===== src/sv/epsc_pkg.sv =====
package epsc_pkg;

    // port widths
    localparam int SECS_W  = 32;
    localparam int YEAR_W  = 12;
    localparam int MONTH_W = 4;
    localparam int DAY_W   = 5;
    localparam int HOUR_W  = 5;
    localparam int MIN_W   = 6;
    localparam int SEC_W   = 6;
    localparam int WDAY_W  = 3;

    // pipeline registers ahead of the result register
    localparam int NUM_STAGES = 6;

    // seconds / 86400 done as (seconds >> 7) / 675
    localparam int DAY_LOW_W = 7;
    localparam int DAYQ_W    = SECS_W - DAY_LOW_W;
    localparam int DAYS_W    = 16;
    localparam int DAY_M_W   = 26;
    localparam int DAY_K     = 35;
    localparam logic [DAY_M_W-1:0] DAY_M = 26'd50903317;
    localparam logic [9:0] DAY_DIV_ODD = 10'd675;
    localparam int R675_W = 10;
    localparam int REM_W  = R675_W + DAY_LOW_W;

    // era arithmetic, only eras 4 and 5 are reachable
    localparam int DOE_W = 18;
    localparam logic [DOE_W-1:0] ERA_OFFSET   = 18'd135080;
    localparam logic [DOE_W-1:0] DAYS_PER_ERA = 18'd146097;
    localparam logic [DOE_W-1:0] CENT_DAYS_1  = 18'd36524;
    localparam logic [DOE_W-1:0] CENT_DAYS_2  = 18'd73048;
    localparam logic [DOE_W-1:0] CENT_DAYS_3  = 18'd109572;
    localparam logic [DOE_W-1:0] CENT_DAYS_4  = 18'd146096;
    localparam logic [DOE_W-1:0] DAYS_PER_YEAR = 18'd365;
    localparam logic [YEAR_W-1:0] ERA4_YEAR = 12'd1600;
    localparam logic [YEAR_W-1:0] ERA5_YEAR = 12'd2000;

    // x / 365 as (x * Y365_M) >> Y365_K, exact below 2^18
    localparam int Y365_M_W = 18;
    localparam int Y365_K   = 26;
    localparam logic [Y365_M_W-1:0] Y365_M = 18'd183860;
    localparam int Q1460_W = 8;
    localparam int YOE_W   = 9;
    localparam int DOY_W   = 9;
    localparam int MP_W    = 4;

    // time of day
    localparam int HR_M_W = 13;
    localparam int HR_K   = 20;
    localparam logic [HR_M_W-1:0] HR_M = 13'd4661;
    localparam int ROH_W  = 12;
    localparam logic [ROH_W-1:0] SECS_PER_HOUR = 12'd3600;
    localparam int MN_M_W = 11;
    localparam int MN_K   = 14;
    localparam logic [MN_M_W-1:0] MN_M = 11'd1093;
    localparam logic [SEC_W-1:0] SECS_PER_MIN = 6'd60;

    // march-based month index
    localparam logic [MP_W-1:0] MP_JANUARY = 4'd10;
    localparam int MONTHS = 12;

    typedef struct packed {
        logic st1;
        logic st2;
        logic st3;
        logic st4;
    } stage_en_t;

    // first day of year for each march-based month
    function automatic logic [DOY_W-1:0] month_start(input logic [MP_W-1:0] mp);
        logic [DOY_W-1:0] s;
        unique case (mp)
            4'd0:    s = 9'd0;
            4'd1:    s = 9'd31;
            4'd2:    s = 9'd61;
            4'd3:    s = 9'd92;
            4'd4:    s = 9'd122;
            4'd5:    s = 9'd153;
            4'd6:    s = 9'd184;
            4'd7:    s = 9'd214;
            4'd8:    s = 9'd245;
            4'd9:    s = 9'd275;
            4'd10:   s = 9'd306;
            4'd11:   s = 9'd337;
            default: s = 9'd0;
        endcase
        return s;
    endfunction

endpackage


===== src/sv/epsc_civil.sv =====
module epsc_civil (
    input  logic                         clk,
    input  epsc_pkg::stage_en_t          en,
    input  logic [epsc_pkg::DAYS_W-1:0]  days,
    output logic [epsc_pkg::YEAR_W-1:0]  year,
    output logic [epsc_pkg::MONTH_W-1:0] month,
    output logic [epsc_pkg::DAY_W-1:0]   day,
    output logic [epsc_pkg::WDAY_W-1:0]  weekday
);
    import epsc_pkg::*;

    // octal digit folding, 8 is 1 mod 7
    function automatic logic [WDAY_W-1:0] mod7(input logic [DAYS_W:0] v);
        logic [5:0] s1;
        logic [3:0] s2;
        s1 = 6'(v[2:0]) + 6'(v[5:3]) + 6'(v[8:6]) + 6'(v[11:9])
           + 6'(v[14:12]) + 6'(v[16:15]);
        s2 = 4'(s1[2:0]) + 4'(s1[5:3]);
        if (s2 >= 4'd7)
        begin
            s2 = s2 - 4'd7;
        end
        return s2[WDAY_W-1:0];
    endfunction

    // stage 1: day of era, era, weekday
    logic [DOE_W-1:0]  doe_raw;
    logic              era1_next;
    logic [DOE_W-1:0]  doe1_next;
    logic [WDAY_W-1:0] wd1_next;
    logic [DOE_W-1:0]  doe1_reg;
    logic              era1_reg;
    logic [WDAY_W-1:0] wd1_reg;

    always_comb
    begin
        doe_raw   = DOE_W'(days) + ERA_OFFSET;
        era1_next = (doe_raw >= DAYS_PER_ERA);
        doe1_next = era1_next ? (doe_raw - DAYS_PER_ERA) : doe_raw;
        wd1_next  = mod7(17'(days) + 17'd4);
    end

    always_ff @(posedge clk)
    begin
        if (en.st1)
        begin
            doe1_reg <= doe1_next;
            era1_reg <= era1_next;
            wd1_reg  <= wd1_next;
        end
    end

    // stage 2: leap corrected day count
    logic [DOE_W-Y365_K+Y365_M_W+Y365_K-3:0] q1460_prod;
    logic [Q1460_W-1:0] q1460;
    logic [2:0]         q_cent;
    logic               q_era;
    logic [DOE_W-1:0]   a2_next;
    logic [DOE_W-1:0]   a2_reg;
    logic [DOE_W-1:0]   doe2_reg;
    logic               era2_reg;
    logic [WDAY_W-1:0]  wd2_reg;

    always_comb
    begin
        q1460_prod = doe1_reg[DOE_W-1:2] * Y365_M;
        q1460  = q1460_prod[Y365_K +: Q1460_W];
        q_cent = 3'(doe1_reg >= CENT_DAYS_1) + 3'(doe1_reg >= CENT_DAYS_2)
               + 3'(doe1_reg >= CENT_DAYS_3) + 3'(doe1_reg >= CENT_DAYS_4);
        q_era  = (doe1_reg == CENT_DAYS_4);
        a2_next = doe1_reg - DOE_W'(q1460) + DOE_W'(q_cent) - DOE_W'(q_era);
    end

    always_ff @(posedge clk)
    begin
        if (en.st2)
        begin
            a2_reg   <= a2_next;
            doe2_reg <= doe1_reg;
            era2_reg <= era1_reg;
            wd2_reg  <= wd1_reg;
        end
    end

    // stage 3: year of era
    logic [DOE_W+Y365_M_W-1:0] yoe_prod;
    logic [YOE_W-1:0]  yoe3_reg;
    logic [DOE_W-1:0]  doe3_reg;
    logic              era3_reg;
    logic [WDAY_W-1:0] wd3_reg;

    assign yoe_prod = a2_reg * Y365_M;

    always_ff @(posedge clk)
    begin
        if (en.st3)
        begin
            yoe3_reg <= yoe_prod[Y365_K +: YOE_W];
            doe3_reg <= doe2_reg;
            era3_reg <= era2_reg;
            wd3_reg  <= wd2_reg;
        end
    end

    // stage 4: day of year, march-based year
    logic [1:0]        q_hund;
    logic [DOE_W-1:0]  year_start;
    logic [DOE_W-1:0]  doy_full;
    logic [YEAR_W-1:0] yr4_next;
    logic [DOY_W-1:0]  doy4_reg;
    logic [YEAR_W-1:0] yr4_reg;
    logic [WDAY_W-1:0] wd4_reg;

    always_comb
    begin
        q_hund = 2'(yoe3_reg >= 9'd100) + 2'(yoe3_reg >= 9'd200)
               + 2'(yoe3_reg >= 9'd300);
        year_start = DOE_W'(yoe3_reg) * DAYS_PER_YEAR + DOE_W'(yoe3_reg >> 2)
                   - DOE_W'(q_hund);
        doy_full = doe3_reg - year_start;
        yr4_next = (era3_reg ? ERA5_YEAR : ERA4_YEAR) + YEAR_W'(yoe3_reg);
    end

    always_ff @(posedge clk)
    begin
        if (en.st4)
        begin
            doy4_reg <= doy_full[DOY_W-1:0];
            yr4_reg  <= yr4_next;
            wd4_reg  <= wd3_reg;
        end
    end

    // final step: month from the month start table
    logic [MP_W-1:0]  mp;
    logic [DOY_W-1:0] dom_full;

    always_comb
    begin
        mp = '0;
        for (int i = 1; i < MONTHS; i++)
        begin
            if (doy4_reg >= month_start(MP_W'(i)))
            begin
                mp = mp + 4'd1;
            end
        end
        dom_full = doy4_reg - month_start(mp) + 9'd1;
        day      = dom_full[DAY_W-1:0];
        if (mp >= MP_JANUARY)
        begin
            month = mp - 4'd9;
            year  = yr4_reg + 12'd1;
        end
        else
        begin
            month = mp + 4'd3;
            year  = yr4_reg;
        end
        weekday = wd4_reg;
    end

endmodule


===== src/sv/epsc_tod.sv =====
module epsc_tod (
    input  logic                            clk,
    input  epsc_pkg::stage_en_t             en,
    input  logic [epsc_pkg::DAYQ_W-1:0]     dq,
    input  logic [epsc_pkg::DAY_LOW_W-1:0]  low,
    input  logic [epsc_pkg::DAYS_W-1:0]     days,
    output logic [epsc_pkg::HOUR_W-1:0]     hour,
    output logic [epsc_pkg::MIN_W-1:0]      minute,
    output logic [epsc_pkg::SEC_W-1:0]      second
);
    import epsc_pkg::*;

    // stage 1: seconds into the day
    logic [DAYQ_W-1:0] r675_full;
    logic [REM_W-1:0]  rem1_reg;

    assign r675_full = dq - DAYQ_W'(days) * DAYQ_W'(DAY_DIV_ODD);

    always_ff @(posedge clk)
    begin
        if (en.st1)
        begin
            rem1_reg <= {r675_full[R675_W-1:0], low};
        end
    end

    // stage 2: hour, (rem >> 4) / 225
    logic [REM_W-4+HR_M_W-1:0] hr_prod;
    logic [HOUR_W-1:0] hr2_reg;
    logic [REM_W-1:0]  rem2_reg;

    assign hr_prod = rem1_reg[REM_W-1:4] * HR_M;

    always_ff @(posedge clk)
    begin
        if (en.st2)
        begin
            hr2_reg  <= hr_prod[HR_K +: HOUR_W];
            rem2_reg <= rem1_reg;
        end
    end

    // stage 3: seconds into the hour
    logic [REM_W-1:0]  roh_full;
    logic [HOUR_W-1:0] hr3_reg;
    logic [ROH_W-1:0]  roh3_reg;

    assign roh_full = rem2_reg - REM_W'(hr2_reg) * REM_W'(SECS_PER_HOUR);

    always_ff @(posedge clk)
    begin
        if (en.st3)
        begin
            hr3_reg  <= hr2_reg;
            roh3_reg <= roh_full[ROH_W-1:0];
        end
    end

    // stage 4: minute, (roh >> 2) / 15
    logic [ROH_W-2+MN_M_W-1:0] mn_prod;
    logic [HOUR_W-1:0] hr4_reg;
    logic [MIN_W-1:0]  mn4_reg;
    logic [ROH_W-1:0]  roh4_reg;

    assign mn_prod = roh3_reg[ROH_W-1:2] * MN_M;

    always_ff @(posedge clk)
    begin
        if (en.st4)
        begin
            hr4_reg  <= hr3_reg;
            mn4_reg  <= mn_prod[MN_K +: MIN_W];
            roh4_reg <= roh3_reg;
        end
    end

    // final step: second
    logic [ROH_W-1:0] sc_full;

    assign sc_full = roh4_reg - ROH_W'(mn4_reg) * ROH_W'(SECS_PER_MIN);
    assign hour    = hr4_reg;
    assign minute  = mn4_reg;
    assign second  = sc_full[SEC_W-1:0];

endmodule


===== src/sv/epoch_seconds_to_calendar_unit.sv =====
// channel   | handshake               | payload
// ----------+-------------------------+------------------------------------------
// request   | secs_valid / secs_ready | epoch_seconds
// result    | cal_valid / cal_ready   | year month day hour minute second weekday
//
// one request per cycle sustained while cal_ready stays high; a result passes through
// the input register, day split, four date/time stages and the result register
// every stage has its own valid bit and moves when the stage after it is free,
// so bubbles close up and requests keep coming while a result waits
// rst_n clears only the valid bits; the datapath registers are not reset
module epoch_seconds_to_calendar_unit (
    input  logic                          clk,
    input  logic                          rst_n,
    input  logic                          secs_valid,
    output logic                          secs_ready,
    input  logic [epsc_pkg::SECS_W-1:0]   epoch_seconds,
    output logic                          cal_valid,
    input  logic                          cal_ready,
    output logic [epsc_pkg::YEAR_W-1:0]   year,
    output logic [epsc_pkg::MONTH_W-1:0]  month,
    output logic [epsc_pkg::DAY_W-1:0]    day,
    output logic [epsc_pkg::HOUR_W-1:0]   hour,
    output logic [epsc_pkg::MIN_W-1:0]    minute,
    output logic [epsc_pkg::SEC_W-1:0]    second,
    output logic [epsc_pkg::WDAY_W-1:0]   weekday
);
    import epsc_pkg::*;

    // stage valids: 0 input reg, 1 day split, 2..5 date and time stages
    logic [NUM_STAGES-1:0] vld_reg;
    logic [NUM_STAGES-1:0] vld_next;
    // stage load enables, top bit is the result register
    logic [NUM_STAGES:0]   en;
    logic                  res_valid_reg;
    stage_en_t             sub_en;

    always_comb
    begin
        en[NUM_STAGES] = !res_valid_reg || cal_ready;
        for (int i = NUM_STAGES - 1; i >= 0; i--)
        begin
            en[i] = !vld_reg[i] || en[i+1];
        end
    end

    assign secs_ready = en[0];
    assign sub_en     = '{st1: en[2], st2: en[3], st3: en[4], st4: en[5]};

    always_comb
    begin
        vld_next[0] = en[0] ? secs_valid : vld_reg[0];
        for (int i = 1; i < NUM_STAGES; i++)
        begin
            vld_next[i] = en[i] ? vld_reg[i-1] : vld_reg[i];
        end
    end

    always_ff @(posedge clk or negedge rst_n)
    begin
        if (!rst_n)
        begin
            vld_reg       <= '0;
            res_valid_reg <= 1'b0;
        end
        else
        begin
            vld_reg <= vld_next;
            if (en[NUM_STAGES])
            begin
                res_valid_reg <= vld_reg[NUM_STAGES-1];
            end
        end
    end

    // input register
    logic [SECS_W-1:0] secs_reg;

    always_ff @(posedge clk)
    begin
        if (en[0])
        begin
            secs_reg <= epoch_seconds;
        end
    end

    // day split: days = (secs >> 7) / 675 by reciprocal multiply, exact over 32 bits
    logic [DAYQ_W+DAY_M_W-1:0] day_prod;
    logic [DAYS_W-1:0]    days_reg;
    logic [DAYQ_W-1:0]    dq_reg;
    logic [DAY_LOW_W-1:0] low_reg;

    assign day_prod = secs_reg[SECS_W-1:DAY_LOW_W] * DAY_M;

    always_ff @(posedge clk)
    begin
        if (en[1])
        begin
            days_reg <= day_prod[DAY_K +: DAYS_W];
            dq_reg   <= secs_reg[SECS_W-1:DAY_LOW_W];
            low_reg  <= secs_reg[DAY_LOW_W-1:0];
        end
    end

    // date and time of day run side by side with equal depth
    logic [YEAR_W-1:0]  year_c;
    logic [MONTH_W-1:0] month_c;
    logic [DAY_W-1:0]   day_c;
    logic [WDAY_W-1:0]  weekday_c;
    logic [HOUR_W-1:0]  hour_c;
    logic [MIN_W-1:0]   minute_c;
    logic [SEC_W-1:0]   second_c;

    epsc_civil u_civil (
        .clk     (clk),
        .en      (sub_en),
        .days    (days_reg),
        .year    (year_c),
        .month   (month_c),
        .day     (day_c),
        .weekday (weekday_c)
    );

    epsc_tod u_tod (
        .clk    (clk),
        .en     (sub_en),
        .dq     (dq_reg),
        .low    (low_reg),
        .days   (days_reg),
        .hour   (hour_c),
        .minute (minute_c),
        .second (second_c)
    );

    // result register
    logic [YEAR_W-1:0]  year_reg;
    logic [MONTH_W-1:0] month_reg;
    logic [DAY_W-1:0]   day_reg;
    logic [HOUR_W-1:0]  hour_reg;
    logic [MIN_W-1:0]   minute_reg;
    logic [SEC_W-1:0]   second_reg;
    logic [WDAY_W-1:0]  weekday_reg;

    always_ff @(posedge clk)
    begin
        if (en[NUM_STAGES])
        begin
            year_reg    <= year_c;
            month_reg   <= month_c;
            day_reg     <= day_c;
            hour_reg    <= hour_c;
            minute_reg  <= minute_c;
            second_reg  <= second_c;
            weekday_reg <= weekday_c;
        end
    end

    assign cal_valid = res_valid_reg;
    assign year      = year_reg;
    assign month     = month_reg;
    assign day       = day_reg;
    assign hour      = hour_reg;
    assign minute    = minute_reg;
    assign second    = second_reg;
    assign weekday   = weekday_reg;

`ifndef SYNTHESIS
    // every field of a delivered result lies in its calendar range
    a_result_range: assert property (@(posedge clk) disable iff (!rst_n)
        cal_valid |-> (year >= 12'd1970) && (year <= 12'd2106)
                   && (month >= 4'd1) && (month <= 4'd12)
                   && (day >= 5'd1) && (day <= 5'd31)
                   && (hour <= 5'd23) && (minute <= 6'd59)
                   && (second <= 6'd59) && (weekday <= 3'd6))
        else $error("calendar result out of range");

    // an empty input stage always takes a request
    a_ready_when_empty: assert property (@(posedge clk) disable iff (!rst_n)
        !vld_reg[0] |-> secs_ready)
        else $error("request refused with empty input stage");

    // a finished item moves into a free result register
    a_last_stage_drains: assert property (@(posedge clk) disable iff (!rst_n)
        (vld_reg[NUM_STAGES-1] && en[NUM_STAGES]) |=> cal_valid)
        else $error("finished item not delivered");

    // a blocked last stage keeps its item
    a_last_stage_holds: assert property (@(posedge clk) disable iff (!rst_n)
        (vld_reg[NUM_STAGES-1] && !en[NUM_STAGES]) |=> vld_reg[NUM_STAGES-1])
        else $error("item lost in last stage");
`endif

endmodule


===== config.mk =====
export PLATFORM = sky130hd
export DESIGN_NAME = epoch_seconds_to_calendar_unit
export DESIGN_NICKNAME = d
export VERILOG_FILES = /design/src/sv/epsc_pkg.sv /design/src/sv/epsc_civil.sv /design/src/sv/epsc_tod.sv /design/src/sv/epoch_seconds_to_calendar_unit.sv
export SDC_FILE = /design/constraint.sdc
export NUM_CORES = 2
export LEC_CHECK = 0
export BUFFER_PORTS_ARGS = -buffer_cell sky130_fd_sc_hd__buf_2
export CAP_MARGIN = 20
export CORE_AREA = 4 4 255 257
export CTS_CLUSTER_DIAMETER = 80
export DETAILED_ROUTE_END_ITERATION = 6
export DIE_AREA = 0 0 259 261
export GPL_TIMING_DRIVEN = 0
export HOLD_SLACK_MARGIN = 0.15
export PLACE_DENSITY = 0.81
export REMOVE_ABC_BUFFERS = 1
export SYNTH_ARGS = -nofsm -noshare
export SYNTH_HDL_FRONTEND = slang
export SYNTH_HIERARCHICAL = 1
export SYNTH_SLANG_ARGS = --single-unit
export TNS_END_PERCENT = 30

===== constraint.sdc =====
create_clock -name clk -period 13.85 [get_ports clk]
set_clock_uncertainty 0.2 [all_clocks]
set_input_delay 2.77 -clock clk [delete_from_list [all_inputs] [get_ports clk]]
set_output_delay 2.77 -clock clk [all_outputs]
set_load 0.1 [all_outputs]

== Word level (Yosys, flattened, before mapping) ==
Memories as Yosys holds them, arrays and structs flattened.
Cells that the tools add are included.

* Multiplexer cells: 16
* Add/sub/neg operators: 40
* Divide/modulo/power cells: 0
* Shifts and indexed selects: 0
* Bitwise operators: 0
* $mul: 9
* Reduce and logical (&&, ||, !) cells: 14
* Equal/unequal tests: 1
* $lt $le $gt $ge: 21

{| class="wikitable"
|+ Operators with widths
! cell !! number
|-
| multiplier 25 x 26 -> 51 bit, second input constant || 1
|-
| >= comparator 9 x 8 -> 1 bit, second input constant || 5
|-
| 2-to-1 mux 4 bit || 11
|-
| adder 4 x 1 -> 4 bit, second input constant || 9
|-
| >= comparator 18 x 17 -> 1 bit, second input constant || 2
|-
| >= comparator 18 bit, second input constant || 2
|-
| >= comparator 9 bit, second input constant || 4
|-
| multiplier 18 x 16 -> 33 bit, second input constant || 1
|-
| multiplier 16 x 16 -> 32 bit, second input constant || 1
|-
| >= comparator 9 x 7 -> 1 bit, second input constant || 3
|-
| multiplier 13 x 13 -> 25 bit, second input constant || 1
|-
| multiplier 10 x 11 -> 20 bit, second input constant || 1
|-
| adder 16 x 18 -> 18 bit, second input constant || 1
|-
| adder 18 x 3 -> 18 bit || 1
|-
| adder 6 x 3 -> 6 bit || 3
|-
| equality test 18 bit, second input constant || 1
|-
| >= comparator 18 x 16 -> 1 bit, second input constant || 1
|-
| 2-to-1 mux 18 bit || 1
|-
| subtractor 18 x 1 -> 18 bit || 1
|-
| subtractor 18 bit, second input constant || 1
|-
| subtractor 18 x 8 -> 18 bit || 1
|-
| adder 16 x 3 -> 17 bit, second input constant || 1
|-
| multiplier 16 x 10 -> 10 bit, second input constant || 1
|-
| adder 12 x 1 -> 12 bit, second input constant || 1
|-
| 31 further kinds || 46
|}

* Memory bits (writable): 0
* ROM bits: 144
* Bits of input ports: 36
* Memories: 1
* Logic and storage cells: 142
* Bits in latches: 0
* Flip-flop bits (word level): 280
* Output and inout bits: 43

{| class="wikitable"
|+ Memories
! name !! words !! width !! rd ports !! clocked after Yosys merged registers in !! write ports !! RTL line !! source
|-
| (no name shown) || 16 || 9 || 1 || 0 || 0 || epsc_pkg.sv:73 || <nowiki>unique case (mp)</nowiki>
|}

== Logic depth before layout (Yosys ltp) ==
An unclocked memory read counts as a cell.

* Depth in word-level cells: 25
* Mapped depth: 44
* Depth with buffers taken out: 43

== Cells and area by module ==
Netlist, hierarchy kept.

{| class="wikitable"
|+ Modules (own cells, without submodules)
! module !! times used !! area each (sq um) !! cells each !! seq. area each (sq um)
|-
| epsc_civil || 1 || 18684.2 || 1794 || 2972.9
|-
| epoch_seconds_to_calendar_unit || 1 || 14214.9 || 1259 || 3808.7
|-
| epsc_tod || 1 || 6993.0 || 604 || 2042.0
|}

== Least setup slack after synthesis ==
OpenSTA, ideal clock, no wires.

* Path kind: input port to output port
* Start point: in cal_ready
* End point: out secs_ready
* Data required time: 10.880 ns
* Path buffers: 0
* Path slack: 4.547 ns
* Stages on the path: 4
* Arrival time: 6.333 ns
* Cell sequence: nor2b_1 -> nand3_1 -> nor2_1 -> nand4_1

* Cells in the longest elaborated chain, start to end: 7

{| class="wikitable"
|+ RTL lines
! item !! RTL line !! source
|-
| start, declared || epoch_seconds_to_calendar_unit.sv:18 || <nowiki>input logic cal_ready,</nowiki>
|-
| logical OR 1 bit || epoch_seconds_to_calendar_unit.sv:39 || <nowiki>en[NUM_STAGES] = !res_valid_reg || cal_ready;</nowiki>
|-
| logical OR 1 bit (2 in series) || epoch_seconds_to_calendar_unit.sv:42 || <nowiki>en[i] = !vld_reg[i] || en[i+1];</nowiki>
|-
| named net en[4] || epoch_seconds_to_calendar_unit.sv:33 || <nowiki>logic [NUM_STAGES:0] en;</nowiki>
|-
| logical OR 1 bit (4 in series) || epoch_seconds_to_calendar_unit.sv:42 ||
|-
| end, declared || epoch_seconds_to_calendar_unit.sv:15 || <nowiki>output logic secs_ready,</nowiki>
|}

The timed path passes the listed nets, and every way through them passes these cells.

== Worst setup path after layout ==
* Start point: reg u_civil.doe1_reg[6]
* End point: reg u_civil.a2_reg[16] (data pin)

* Cells in the longest elaborated chain, start to end: 6
* Elaborated cells between the ends (all ways): 12
* Those cells by class: add/sub: 6; mul: 1; order compare: 4; eq/ne: 1

{| class="wikitable"
|+ RTL lines
! item !! RTL line !! source
|-
| start, declared || epsc_civil.sv:31 || <nowiki>logic [DOE_W-1:0] doe1_reg;</nowiki>
|-
| start signal, assigned || epsc_civil.sv:47 || <nowiki>doe1_reg <= doe1_next;</nowiki>
|-
| branches (longest 5 deep; another with multiplier 16 x 16 -> 32 bit) || -- ||
|-
| subtractor 18 x 1 -> 18 bit * || epsc_civil.sv:71 || <nowiki>a2_next = doe1_reg - DOE_W'(q1460) + DOE_W'(q_cent) - DOE_W'(q_era);</nowiki>
|-
| named net u_civil.a2_next[16] || epsc_civil.sv:58 || <nowiki>logic [DOE_W-1:0] a2_next;</nowiki>
|-
| end signal, assigned || epsc_civil.sv:78 || <nowiki>a2_reg <= a2_next;</nowiki>
|-
| end, declared || epsc_civil.sv:59 || <nowiki>logic [DOE_W-1:0] a2_reg;</nowiki>
|}

Mark *: on every way through the listed nets, which the timed path passes.
A chain may end at the register's enable or synchronous reset.

==> impl_metrics.csv <==
group,metric,value,unit
global_route,grt_pass1_vias,27100,
setup_path,slowest_stage,"edfxtp_1",
floorplanning,die_area,67600,um^2
timing,slew_viol_final,0,
floorplanning,die_x,259,um
setup_path,start_kind,"flip-flop",
setup_path,reg2reg_depth,34,
setup_path,max_stage_delay,0.77,ns
timing,worstMarginPinSlew,0.953,ns
setup_path,critical_path_peak_fanout,11,
setup_path,required,13.94,ns
clock_tree,cts.sinks,280,
global_route,grt_start_max_net_pins,42,
placement,gp_congestion,0.955,
clock_tree,cts_resized,0,
setup_path,critPathMostFrequentCell,"fa_1",
synth,avgSynthCellArea,10.8,um^2
timing,final.setup.tns,0,ns
layout,largest_reg_flops,32,
synth,synth_area,39400,um^2
routing,drc,0,
clock_tree,cts_tree,"yes",
floorplanning,pin_count,79,
floorplanning,die_h,261,um
setup_path,cp_data_arrival_time,10.16,ns
setup_path,crit_type,"reg2reg",
routing,drtIter0Drc,1223,
timing,finalCritPeriodShare,0.727,
synth,synth_cells,3642,
global_route,grt_pass1_wl,130000,um
timing,max_freq,99.3,MHz
routing,drt-total-wl,76600,um
synth,yosys_warnings,6,
floorplanning,core,62700,um^2
setup_path,endpoint_kind,"flip-flop",
clock_tree,cts_buffers,34,
routing,routedWlPerCell,16.7,um
placement,dp_hpwl,63500,um
clock_tree,root_buffer,"clkbuf_16",
clock_tree,clock_latency,0.56,ns
clock_tree,post_cts_buffers,0,
setup_path,r2r_slack,3.78,ns
timing,maxSlewHeadroom,0.364,
layout,area_growth,6.38,%
floorplanning,start_util,0.629,
job,drv_cap,0,
setup_path,worstReg2RegEnd,"u_civil/a2_reg[16]",
timing,finalHoldViolCount,0,
placement,io_buffers,78,
worst_hold_path,hold_path.class,"reg2reg",
clock_tree,cts_hold_buf,0,
layout,layout_common_cells,"916 x inv_1, 890 x ha_1, 473 x fa_1",
floorplanning,rows,92,
clock_tree,cts.path.max_buffers,3,
timing,final.min_clock_period,10.07,ns
worst_hold_path,hold_depth,0,
clock_tree,clkTransAtPathRegs,0.05,ns
layout,drive_above_1_share,0.0500,
routing,vias_per_cell,5.48,
setup_path,r2r_start,"u_civil/doe1_reg[6]",
outcome,outcome,"completed",
routing,drtAntennaViolNets,0,
layout,diodes,0,
layout,final_common_cell,"inv_1",
global_route,antenna_found_initial,0,
timing,setup_viol,0,
timing,grt_setup_unrepaired,"false",
global_route,gr-total-overflow,0,
worst_hold_path,holdCritStartpoint,"secs_reg[4]",
clock_tree,h-tree-depth,2,
layout,finalNetCount,5131,
routing,vias,25200,
worst_hold_path,hold_end,"low_reg[4]",
routing,drtPass1Iterations,5,
global_route,grt.total_usage,0.237,
[layer usage]
layer | up-vias | share of wire | GRT usage
met2 | 582 | 0.51 | 0.434
met4 | 0 | 0.030 | 0.0735
li1 | 12100 | - | -
met3 | 158 | 0.039 | 0.0260
met5 | - | 0 | 0
met1 | 12400 | 0.42 | 0.295
[metrics by stage]
stage / worst slack, ns / area [um^2] / utilization / hold WS, ns / instances
after floorplan: 4.55 / 39300 / - / 0.200 / 3612
after global placement: 2.86 / 40700 / 0.649 / 0.201 / 4536
after detailed placement: 3.81 / 40900 / 0.651 / 0.205 / 4542
after CTS: 3.81 / 42000 / 0.669 / 0.206 / 4603
after global routing: 3.17 / 42000 / 0.669 / 0.210 / 4603
final: 3.78 / 42000 / 0.669 / 0.207 / 4603
[area by class of cell]
type / instances / area, um^2
Multi-Input combinational cell: 2413 / 27500
Fill cell: 4583 / 20800
Sequential cell: 280 / 8370
Inverter: 919 / 3450
Tap cell: 846 / 1060
Clock buffer: 42 / 901
Timing Repair Buffer: 84 / 500
Clock inverter: 19 / 200
[critical path: cells and delay by family (launching register included)]
| kind | cells | cell delay (ns) |
|---|---|---|
| AO/OA/AOI/OAI | 11 | 2.34 |
| XOR/XNOR | 1 | 0.35 |
| AND/OR/NAND/NOR | 5 | 0.63 |
| flip-flops | 1 | 0.77 |
| buffers and inverters | 6 | 0.59 |
| adder cells (fa/ha/maj) | 11 | 4.90 |
[worst max-delay path by stage]
stage                                    from                 end  slack (ns)  cells past startpoint
final                     u_civil/doe1_reg[6]  u_civil/a2_reg[16]        3.78                     34
after floorplan                     cal_ready          secs_ready        4.55                      4
after global placement              cal_ready          secs_ready        2.86                      6
after CTS                 u_civil/doe1_reg[6]  u_civil/a2_reg[16]        3.81                     34
after detailed placement  u_civil/doe1_reg[7]  u_civil/a2_reg[17]        3.81                     33
after global routing      u_civil/doe1_reg[6]  u_civil/a2_reg[17]        3.17                     33
Power is left out: the tool's default activity adds up to more than one toggle a clock period on the data nets, which glitch-free logic cannot reach.
